### config.mk
export PLATFORM = sky130hd
export DESIGN_NAME = tghi_axis
export DESIGN_NICKNAME = d
export VERILOG_FILES = /design/src/hdl/triangulated_grid_height_interp_assert.svh /design/src/hdl/tghi_pkg.sv /design/src/hdl/tghi_axis.sv
export SDC_FILE = /design/constraint.sdc
export NUM_CORES = 1
export LEC_CHECK = 0
export BUFFER_PORTS_ARGS = -buffer_cell sky130_fd_sc_hd__clkbuf_2
export CAP_MARGIN = 10
export CELL_PAD_IN_SITES_DETAIL_PLACEMENT = 0
export CELL_PAD_IN_SITES_GLOBAL_PLACEMENT = 1
export CORE_UTILIZATION = 35
export DETAILED_ROUTE_END_ITERATION = 10
export PLACE_DENSITY = 0.87
export REMOVE_ABC_BUFFERS = 1
export SLEW_MARGIN = 25
export SYNTH_ARGS = -nofsm -noshare
export SYNTH_HDL_FRONTEND = slang
export SYNTH_SLANG_ARGS = --single-unit
### constraint.sdc
create_clock -name vclk -period 17.6
set_clock_uncertainty 0.2 [all_clocks]
set_input_delay 4.4 -clock vclk [all_inputs]
set_output_delay 4.4 -clock vclk [all_outputs]
set_load 0.01 [all_outputs]
### src/hdl/triangulated_grid_height_interp_assert.svh
// Assertion macros for the triangulated grid height interpolator.
// Used by the top level; no other dependencies.
`ifndef TRIANGULATED_GRID_HEIGHT_INTERP_ASSERT_SVH
`define TRIANGULATED_GRID_HEIGHT_INTERP_ASSERT_SVH
`ifndef SYNTHESIS
`define TGHI_ASSERT(lbl, prop, msg) \
  lbl: assert property (@(posedge clk_i) disable iff (!rst_ni) prop) else $error(msg);
`define TGHI_ASSERT_ALWAYS(lbl, prop, msg) \
  lbl: assert property (@(posedge clk_i) prop) else $error(msg);
`else
`define TGHI_ASSERT(lbl, prop, msg)
`define TGHI_ASSERT_ALWAYS(lbl, prop, msg)
`endif
`endif

### src/hdl/tghi_pkg.sv
// Shared constants and types of the triangulated grid height interpolator.
// No dependencies.
package tghi_pkg;

  localparam int GRID_DIM   = 64;
  localparam int CELL_W     = $clog2(GRID_DIM);
  localparam int BANK_DEPTH = GRID_DIM * GRID_DIM / 4;
  localparam int BANK_AW    = $clog2(BANK_DEPTH);
  localparam int FRAC_W     = 17;
  localparam int NUM_BANKS  = 4;

  typedef enum logic [2:0] {
    REG_BASE_X      = 3'd0,
    REG_BASE_Y      = 3'd1,
    REG_BASE_Z      = 3'd2,
    REG_INV_X_SCALE = 3'd3,
    REG_INV_Y_SCALE = 3'd4,
    REG_Z_SCALE     = 3'd5,
    REG_GRID_WIDTH  = 3'd6,
    REG_GRID_HEIGHT = 3'd7
  } cfg_reg_e;

  typedef struct packed {
    logic              ok;
    logic [CELL_W-1:0] cell_idx;
    logic [FRAC_W-1:0] frac;
  } axis_t;

endpackage

### src/hdl/tghi_axis.sv
// Maps one scaled axis coordinate to a cell index and a fraction.
// Depends on tghi_pkg.
module tghi_axis (
  input  logic [63:0]        prod_i,
  input  logic               neg_i,
  input  logic [6:0]         size_i,
  output tghi_pkg::axis_t    axis_o
);

  logic [31:0] size_raw;
  logic [31:0] eff;
  logic [31:0] cell_idx;
  logic [16:0] frac;
  logic        ok;

  always_comb begin
    size_raw = 32'(size_i);
    eff = (size_raw > 32'(tghi_pkg::GRID_DIM)) ? 32'(tghi_pkg::GRID_DIM) : size_raw;
    cell_idx = prod_i[63:32];
    frac = {1'b0, prod_i[31:16]};
    ok = (eff >= 32'd2) && !(neg_i && (prod_i != 64'd0));
    // A point exactly on the far edge belongs to the last cell at fraction one.
    if (frac == 17'd0 && cell_idx == eff - 32'd1) begin
      cell_idx = eff - 32'd2;
      frac = 17'h10000;
    end
    if (cell_idx >= eff - 32'd1) begin
      ok = 1'b0;
    end
    axis_o.ok       = ok;
    axis_o.cell_idx = cell_idx[tghi_pkg::CELL_W-1:0];
    axis_o.frac     = frac;
  end

endmodule

Word level (Yosys, flattened, before mapping)

Index checks and enable logic that the tools add are counted.

Flip-flop bits (word level): 0
Input port bits: 72
Output and inout port bits: 24
Word-level logic and storage cells: 16

$add $sub $neg: 2
Order comparisons: 3
Equality and inequality tests: 1
Muxes and demuxes: 4
Reduce and logical (&&, ||, !) cells: 6

Operator list:

| cell                  | number |
|---|---|
| $reduce_bool A64 Y1   | 1 |
| $eq A32 B32 Y1        | 1 |
| $ge A32 B32 Y1        | 1 |
| $mux W32              | 1 |
| $mux W17              | 1 |
| $logic_not A16 Y1     | 1 |
| $sub A7 B1 Y8 const B | 1 |
| $sub A7 B2 Y8 const B | 1 |
| $ge A7 B2 Y1 const B  | 1 |
| $gt A7 B7 Y1 const B  | 1 |
| $mux W7               | 1 |
| $logic_and A1 B1 Y1   | 3 |
| $logic_not A1 Y1      | 1 |
| $mux W1               | 1 |

Longest topological paths before layout

Gate-level depths: netlist of run 1.

Word-level depth: 8
Depth in mapped cells: 20
Depth with buffers taken out: 16

Worst setup path before layout of run 1

OpenSTA, ideal clock, no wires.

Kind: input to output
From: input port size_i[6]
To: output port axis_o[23] (netlist bit)
Arrival: 8.275 ns
Data required time: 13.000 ns
Setup slack: 4.725 ns
Cell stages on the path: 19
Buffers on the path: 3
Cells stage by stage: buf_2 -> nor2b_1 -> inv_1 -> ha_1 -> or4b_1 -> o32a_1 -> xnor2_1 -> and4bb_4 -> nand4_4 -> buf_2 -> mux2i_1 -> ha_1 -> a211o_1 -> a31oi_1 -> o221ai_1 -> a221oi_1 -> o21ai_0 -> a221oi_1 -> buf_4

RTL lines:

| item        | line           | text |
|---|---|---|
| from (decl) | tghi_axis.sv:6 | `input logic [6:0] size_i,` |
| to (decl)   | tghi_axis.sv:7 | `output tghi_pkg::axis_t axis_o` |

==> impl_metrics.xml, run 1 <==
<?xml version="1.0" encoding="UTF-8"?>
<metrics>
  <group name="outcome">
    <metric name="run_status" unit="">finished clean</metric>
  </group>
  <group name="route">
    <metric name="vias" unit="">2074</metric>
    <metric name="drt-initial-drc-count" unit="">91</metric>
    <metric name="first_drt_pass_iteration_count" unit="">4</metric>
    <metric name="mean_routed_wirelength_per_cell" unit="um">13.8</metric>
    <metric name="drt_wl_total" unit="mm">5.28</metric>
    <metric name="viasPerCell" unit="">5.43</metric>
    <metric name="ant_nets" unit="">0</metric>
    <metric name="drc" unit="">0</metric>
  </group>
  <group name="job">
    <metric name="maxCapViolCount" unit="">0</metric>
  </group>
  <group name="cells_and_area">
    <metric name="fin_nets" unit="">422</metric>
    <metric name="multi_input_area" unit="sq um">1670</metric>
    <metric name="clock_tree_buffer_count_of_the_final_layout" unit="">0</metric>
    <metric name="n_sequential_cell" unit="">0</metric>
    <metric name="num_antenna_cells" unit="">0</metric>
    <metric name="fill_cells" unit="">549</metric>
    <metric name="areaGrowthSynthToFinish" unit="%">22.4</metric>
    <metric name="utilization" unit="%">44.6</metric>
    <metric name="area.sequential" unit="sq um">0</metric>
    <metric name="layout-drive-gt1-share" unit="%">35.3</metric>
  </group>
  <group name="placement">
    <metric name="pre_cts_ws" unit="ns">3.93</metric>
    <metric name="dp_hpwl" unit="mm">4.56</metric>
    <metric name="gp_congestion" unit="">0.853</metric>
    <metric name="buffer_ports.inserted" unit="">96</metric>
  </group>
  <group name="sta">
    <metric name="worst-slew-pin-transition" unit="ns">0.830</metric>
    <metric name="setup_repair_after_global_routing_missed_its_margin" unit="">false</metric>
    <metric name="max_freq" unit="MHz">73.1</metric>
    <metric name="count_of_endpoints_failing_hold_in_the_final_timing_report" unit="">0</metric>
    <metric name="report.final.setup_viol" unit="">0</metric>
    <metric name="timing.final.crit_period" unit="ns">13.68</metric>
    <metric name="timing.final.ws_setup" unit="ns">3.92</metric>
    <metric name="worst_slew_slack_as_a_fraction_of_its_limit" unit="%">44.6</metric>
    <metric name="min_period_over_period" unit="%">77.7</metric>
    <metric name="totalNegativeSetupSlack" unit="ns">0</metric>
    <metric name="timing_max_transition_violations_final" unit="">0</metric>
  </group>
  <group name="min_path">
    <metric name="min_path_cells" unit="">2</metric>
    <metric name="worstHoldEndpoint" unit="">axis_o[6]</metric>
    <metric name="hold_path.startpoint" unit="">prod_i[22]</metric>
    <metric name="min-delay-path-class" unit="">in2out</metric>
  </group>
  <group name="grt">
    <metric name="number_of_global_route_vias_before_repair" unit="">1866</metric>
    <metric name="globalRouteOverflowTotal" unit="">0</metric>
    <metric name="antenna_found_initial" unit="">0</metric>
    <metric name="global_route_wire_length_before_repair" unit="mm">8.45</metric>
    <metric name="grt_util_all_layers" unit="%">18.7</metric>
    <metric name="grt_start_max_net_pins" unit="">34</metric>
  </group>
  <group name="synth">
    <metric name="netlist_top_cells_area" unit="">sky130_fd_sc_hd__ha_1, sky130_fd_sc_hd__a21o_1, sky130_fd_sc_hd__nor4_1</metric>
    <metric name="synth_warn" unit="">0</metric>
    <metric name="netlist.top_cell.by_area" unit="">sky130_fd_sc_hd__ha_1</metric>
    <metric name="commonest_cells_in_the_netlist" unit="">sky130_fd_sc_hd__a21o_1, sky130_fd_sc_hd__ha_1, sky130_fd_sc_hd__clkbuf_1</metric>
    <metric name="netlist_area" unit="sq um">1860</metric>
    <metric name="yosysUniqueCellTypes" unit="">50</metric>
    <metric name="yosysSeqAreaShare" unit="%">0</metric>
    <metric name="yosysTopAreaCellShare" unit="%">24.2</metric>
    <metric name="postSynthAreaPerCell" unit="sq um">7.62</metric>
    <metric name="postSynthCellCount" unit="">244</metric>
  </group>
  <group name="setup_path">
    <metric name="critPathMaxFanout" unit="">33</metric>
    <metric name="critical_path_class" unit="">in2out</metric>
    <metric name="data_required_time_of_the_critical_path" unit="ns">13.00</metric>
    <metric name="setup.worst_path.start" unit="">size_i[6]</metric>
    <metric name="critical_path_arrival" unit="ns">9.08</metric>
    <metric name="crit_path_end_kind" unit="">primary output</metric>
    <metric name="startpoint_type" unit="">input pin</metric>
  </group>
  <group name="cts">
    <metric name="cts-resized-gates" unit="">0</metric>
    <metric name="cts.hold.buffers_added" unit="">0</metric>
    <metric name="number_of_buffers_inserted_to_repair_setup_after_cts" unit="">0</metric>
  </group>
  <group name="die">
    <metric name="die_height" unit="um">74.9</metric>
    <metric name="num_io_pins" unit="">96</metric>
    <metric name="die_w" unit="um">74.9</metric>
    <metric name="start_util" unit="%">36.4</metric>
    <metric name="fp-row-count" unit="">26</metric>
    <metric name="die-area" unit="sq um">5610</metric>
    <metric name="core_area" unit="sq um">5110</metric>
  </group>
  <group name="power">
    <metric name="ir_drop" unit="V">0.00000654</metric>
    <metric name="cellPowerDensity" unit="nW/um^2">20.8</metric>
    <metric name="design_power_total" unit="mW">0.0473</metric>
    <metric name="leakage" unit="nW">1.22</metric>
  </group>
</metrics>
where the power goes:
group | total [mW] | internal [mW] | leakage, nW | switching (mW)
clock network | 0 | 0 | 0 | 0
logic | 0.0473 | 0.0230 | 1.22 | 0.0244
registers | 0 | 0 | 0 | 0
total | 0.0473 | 0.0230 | 1.22 | 0.0244
per-layer routing:
metal | up-vias | GRT usage, % | wire length [um]
met2 | 75 | 33.3 | 2440
met4 | 0 | 1.47 | 22
met3 | 2 | 0.535 | 306
met1 | 922 | 26.1 | 2510
met5 | - | 0 | 0
li1 | 1075 | - | -
worst max path at each step:
stage / to / slack, ns / depth (start not counted)
2_1_floorplan: axis_o[23] / 4.71 / 16
3_3_place_gp: axis_o[23] / 4.10 / 18
3_5_place_dp: axis_o[23] / 3.93 / 18
4_1_cts: axis_o[23] / 3.93 / 18
5_1_grt: axis_o[23] / 3.60 / 18
6_report: axis_o[23] / 3.92 / 18
through the flow:
step,cells,hold slack (ns),area [sq um]
final,382,8.80,2280
after global routing,382,8.81,2280
after CTS,382,8.80,2280
after detailed placement,382,8.80,2280
after global placement,382,8.80,2280
after floorplan,216,8.60,1710
placed cells by master (no fill, tap or decap), types with 5 or more instances in the layout:
master,Yosys,final
sky130_fd_sc_hd__inv_1,9,9
sky130_fd_sc_hd__nor3_1,7,7
sky130_fd_sc_hd__ha_1,36,36
sky130_fd_sc_hd__xnor2_1,6,6
sky130_fd_sc_hd__o21ai_0,5,5
sky130_fd_sc_hd__nor4_1,17,17
sky130_fd_sc_hd__a21oi_1,7,7
sky130_fd_sc_hd__nand4_1,13,13
sky130_fd_sc_hd__nand2b_1,5,5
sky130_fd_sc_hd__nand2_1,12,12
sky130_fd_sc_hd__a21o_1,36,36
sky130_fd_sc_hd__clkbuf_2,0,96
sky130_fd_sc_hd__nor2_1,7,7
area by class of cell:
type | instances | share of cell area [%]
well taps | 70 | 3.85
multi-input cells | 207 | 73.6
inverters | 9 | 1.48
repair buffers | 96 | 21.1
critical path, cell delays in order:
cell,delay (ns)
sky130_fd_sc_hd__clkbuf_2,0.25
sky130_fd_sc_hd__inv_1,0.17
sky130_fd_sc_hd__nand2_1,0.21
sky130_fd_sc_hd__ha_1,0.30
sky130_fd_sc_hd__or4b_1,0.45
sky130_fd_sc_hd__o32a_1,0.34
sky130_fd_sc_hd__xnor2_1,0.13
sky130_fd_sc_hd__and4bb_4,0.33
sky130_fd_sc_hd__nand4_4,0.41
sky130_fd_sc_hd__mux2i_1,0.37
sky130_fd_sc_hd__ha_1,0.29
sky130_fd_sc_hd__a211o_1,0.29
sky130_fd_sc_hd__a31oi_1,0.14
sky130_fd_sc_hd__o221ai_1,0.13
sky130_fd_sc_hd__a221oi_1,0.28
sky130_fd_sc_hd__o21ai_0,0.14
sky130_fd_sc_hd__a221oi_1,0.25
sky130_fd_sc_hd__clkbuf_2,0.18
cell families after synthesis:
group,Yosys count,synth area share (%)
xor gates and xnor gates,9,4.24
and+or+nand+nor,82,27.2
adders and majority gates,36,24.2
muxes,10,6.39
buffers and inverters,37,9.96
AOI/OAI and AO/OA,70,28.0
Note: power is estimated with default switching activity, not from simulation.
==> run 2: changes to the inputs <==
- CORE_UTILIZATION: 35 -> 30
- PLACE_DENSITY: 0.87 -> 0.79
- clock period: 17.6 -> 10.9 ns (I/O delays scaled with it)
==> run 2 against run 1 <==
Compared with the run above: clock-buffer cell count is the same; final area grew 0.61%; non-clock buffer count grew 1; critical endpoint unchanged.
==> impl_metrics.xml, run 2 (synthesis gave the netlist of run 1 again) <==
<?xml version="1.0" encoding="UTF-8"?>
<metrics>
  <group name="cells_and_area">
    <metric name="finalNonFillerCells" unit="">388</metric>
    <metric name="areaGrowthSynthToFinish" unit="%">23.1</metric>
    <metric name="clock_tree_buffer_count_of_the_final_layout" unit="">0</metric>
    <metric name="n_sequential_cell" unit="">0</metric>
    <metric name="layout_common_cells" unit="">sky130_fd_sc_hd__clkbuf_2, sky130_fd_sc_hd__a21o_1, sky130_fd_sc_hd__ha_1, sky130_fd_sc_hd__nor4_1, sky130_fd_sc_hd__nand4_1</metric>
    <metric name="layout-drive-gt1-share" unit="%">35.5</metric>
    <metric name="fill_cells" unit="">635</metric>
    <metric name="fin_nets" unit="">423</metric>
    <metric name="num_antenna_cells" unit="">0</metric>
    <metric name="area.sequential" unit="sq um">0</metric>
    <metric name="final_common_cell" unit="">sky130_fd_sc_hd__clkbuf_2</metric>
  </group>
  <group name="route">
    <metric name="first_drt_pass_iteration_count" unit="">4</metric>
    <metric name="drt-initial-drc-count" unit="">57</metric>
    <metric name="vias" unit="">2168</metric>
    <metric name="drc" unit="">0</metric>
    <metric name="mean_routed_wirelength_per_cell" unit="um">14.6</metric>
    <metric name="viasPerCell" unit="">5.59</metric>
    <metric name="ant_nets" unit="">0</metric>
    <metric name="drt_wl_total" unit="mm">5.67</metric>
  </group>
  <group name="grt">
    <metric name="grt_start_max_net_pins" unit="">26</metric>
    <metric name="grt.busiest_layer" unit="">met2</metric>
    <metric name="grtUsageMet1" unit="%">22.2</metric>
    <metric name="global_route_wire_length_before_repair" unit="mm">9.15</metric>
    <metric name="grt_util_all_layers" unit="%">17.5</metric>
    <metric name="number_of_global_route_vias_before_repair" unit="">1990</metric>
    <metric name="globalRouteOverflowTotal" unit="">0</metric>
    <metric name="antenna_found_initial" unit="">0</metric>
    <metric name="gr-usage-met2" unit="%">33.3</metric>
    <metric name="gr-usage-met3" unit="%">0.682</metric>
  </group>
  <group name="die">
    <metric name="die-area" unit="sq um">6520</metric>
    <metric name="start_util" unit="%">31.2</metric>
    <metric name="die_height" unit="um">80.7</metric>
    <metric name="core_area" unit="sq um">5960</metric>
    <metric name="die_w" unit="um">80.7</metric>
    <metric name="fp-row-count" unit="">28</metric>
    <metric name="num_io_pins" unit="">96</metric>
  </group>
  <group name="placement">
    <metric name="gp_congestion" unit="">0.836</metric>
    <metric name="dp_hpwl" unit="mm">4.87</metric>
    <metric name="post-place-cells" unit="">388</metric>
    <metric name="pre_cts_ws" unit="ns">0.825</metric>
    <metric name="buffer_ports.inserted" unit="">96</metric>
  </group>
  <group name="power">
    <metric name="seqPwrFrac" unit="%">0</metric>
    <metric name="clkPwrFrac" unit="%">0</metric>
    <metric name="comb_power_share" unit="%">100.0</metric>
    <metric name="ir_drop" unit="V">0.0000124</metric>
    <metric name="design_power_total" unit="mW">0.0777</metric>
    <metric name="power.switching_fraction" unit="%">52.2</metric>
    <metric name="power_report.internal_total" unit="mW">0.0371</metric>
    <metric name="cellPowerDensity" unit="nW/um^2">33.9</metric>
    <metric name="leakage" unit="nW">1.23</metric>
    <metric name="switching_power" unit="mW">0.0405</metric>
  </group>
  <group name="setup_path">
    <metric name="startpoint_type" unit="">input pin</metric>
    <metric name="critical_path.slowest_cell" unit="">sky130_fd_sc_hd__or4b_1</metric>
    <metric name="critical_path_class" unit="">in2out</metric>
    <metric name="max_stage_delay_on_crit_path" unit="ns">0.47</metric>
    <metric name="worst-path-buf-inv" unit="">4</metric>
    <metric name="crit_path_end_kind" unit="">primary output</metric>
    <metric name="critical_path_arrival" unit="ns">7.18</metric>
    <metric name="cp.depth" unit="">19</metric>
    <metric name="timing.critical_path.max_delay_family" unit="">compound AO/OA/AOI/OAI gates</metric>
    <metric name="critPathMaxFanout" unit="">25</metric>
    <metric name="ordered_list_of_cells_on_the_worst_path" unit="">clkbuf_2 -&gt; inv_1 -&gt; nand2_1 -&gt; ha_1 -&gt; or4b_1 -&gt; o32a_1 -&gt; xnor2_1 -&gt; and4bb_4 -&gt; nand4_4 -&gt; buf_4 -&gt; mux2i_1 -&gt; ha_1 -&gt; nand2b_1 -&gt; a31oi_1 -&gt; o221ai_1 -&gt; a221oi_1 -&gt; o21ai_0 -&gt; a221oi_1 -&gt; clkbuf_2</metric>
    <metric name="data_required_time_of_the_critical_path" unit="ns">7.98</metric>
  </group>
  <group name="cts">
    <metric name="cts-resized-gates" unit="">0</metric>
    <metric name="number_of_buffers_inserted_to_repair_setup_after_cts" unit="">0</metric>
    <metric name="cts.hold.buffers_added" unit="">0</metric>
  </group>
  <group name="sta">
    <metric name="timing.final.crit_period" unit="ns">10.10</metric>
    <metric name="report.final.setup_viol" unit="">0</metric>
    <metric name="setup_repair_after_global_routing_missed_its_margin" unit="">false</metric>
    <metric name="count_of_endpoints_failing_hold_in_the_final_timing_report" unit="">0</metric>
    <metric name="min_period_over_period" unit="%">92.7</metric>
    <metric name="worst-slew-pin-transition" unit="ns">0.833</metric>
    <metric name="timing_max_transition_violations_final" unit="">0</metric>
    <metric name="timing.final.ws_setup" unit="ns">0.795</metric>
    <metric name="totalNegativeSetupSlack" unit="ns">0</metric>
    <metric name="max_freq" unit="MHz">99.0</metric>
    <metric name="worst_slew_slack_as_a_fraction_of_its_limit" unit="%">44.4</metric>
  </group>
  <group name="min_path">
    <metric name="min-delay-path-class" unit="">in2out</metric>
    <metric name="min_path_cells" unit="">2</metric>
  </group>
  <group name="outcome">
    <metric name="run_status" unit="">finished clean</metric>
  </group>
  <group name="job">
    <metric name="maxCapViolCount" unit="">0</metric>
  </group>
</metrics>
## run 2: layout make-up
cell class	instances	area (sq um)	area share [%]
inverters	9	33.8	1.48
multi-input cells	207	1670	73.1
well taps	75	93.8	4.10
repair buffers	97	488	21.3
## run 2: power by group through the flow
stage	clock network, mW	registers [mW]	logic [mW]
floorplan	0	0	0.0420
global route	0	0	0.0880
CTS	0	0	0.0778
global placement	0	0	0.0768
detailed placement	0	0	0.0773
finish	0	0	0.0777
## run 2: routing by layer
layer	part of all wire, %	vias up
met5	0	-
met4	0.78	0
met3	6.1	6
met2	48	101
met1	45	973
li1	-	1088
## run 2: per-stage QoR
step	hold WS, ns	area [sq um]	util [%]
floorplan	5.25	1710	-
global placement	5.45	2290	38.4
detailed placement	5.45	2290	38.4
CTS	5.45	2290	38.4
global route	5.47	2290	38.4
finish	5.45	2290	38.4
## run 2: path summary, 6_finish.rpt
check	start	end
max	size_i[6]	axis_o[23]
min	prod_i[17]	axis_o[1]
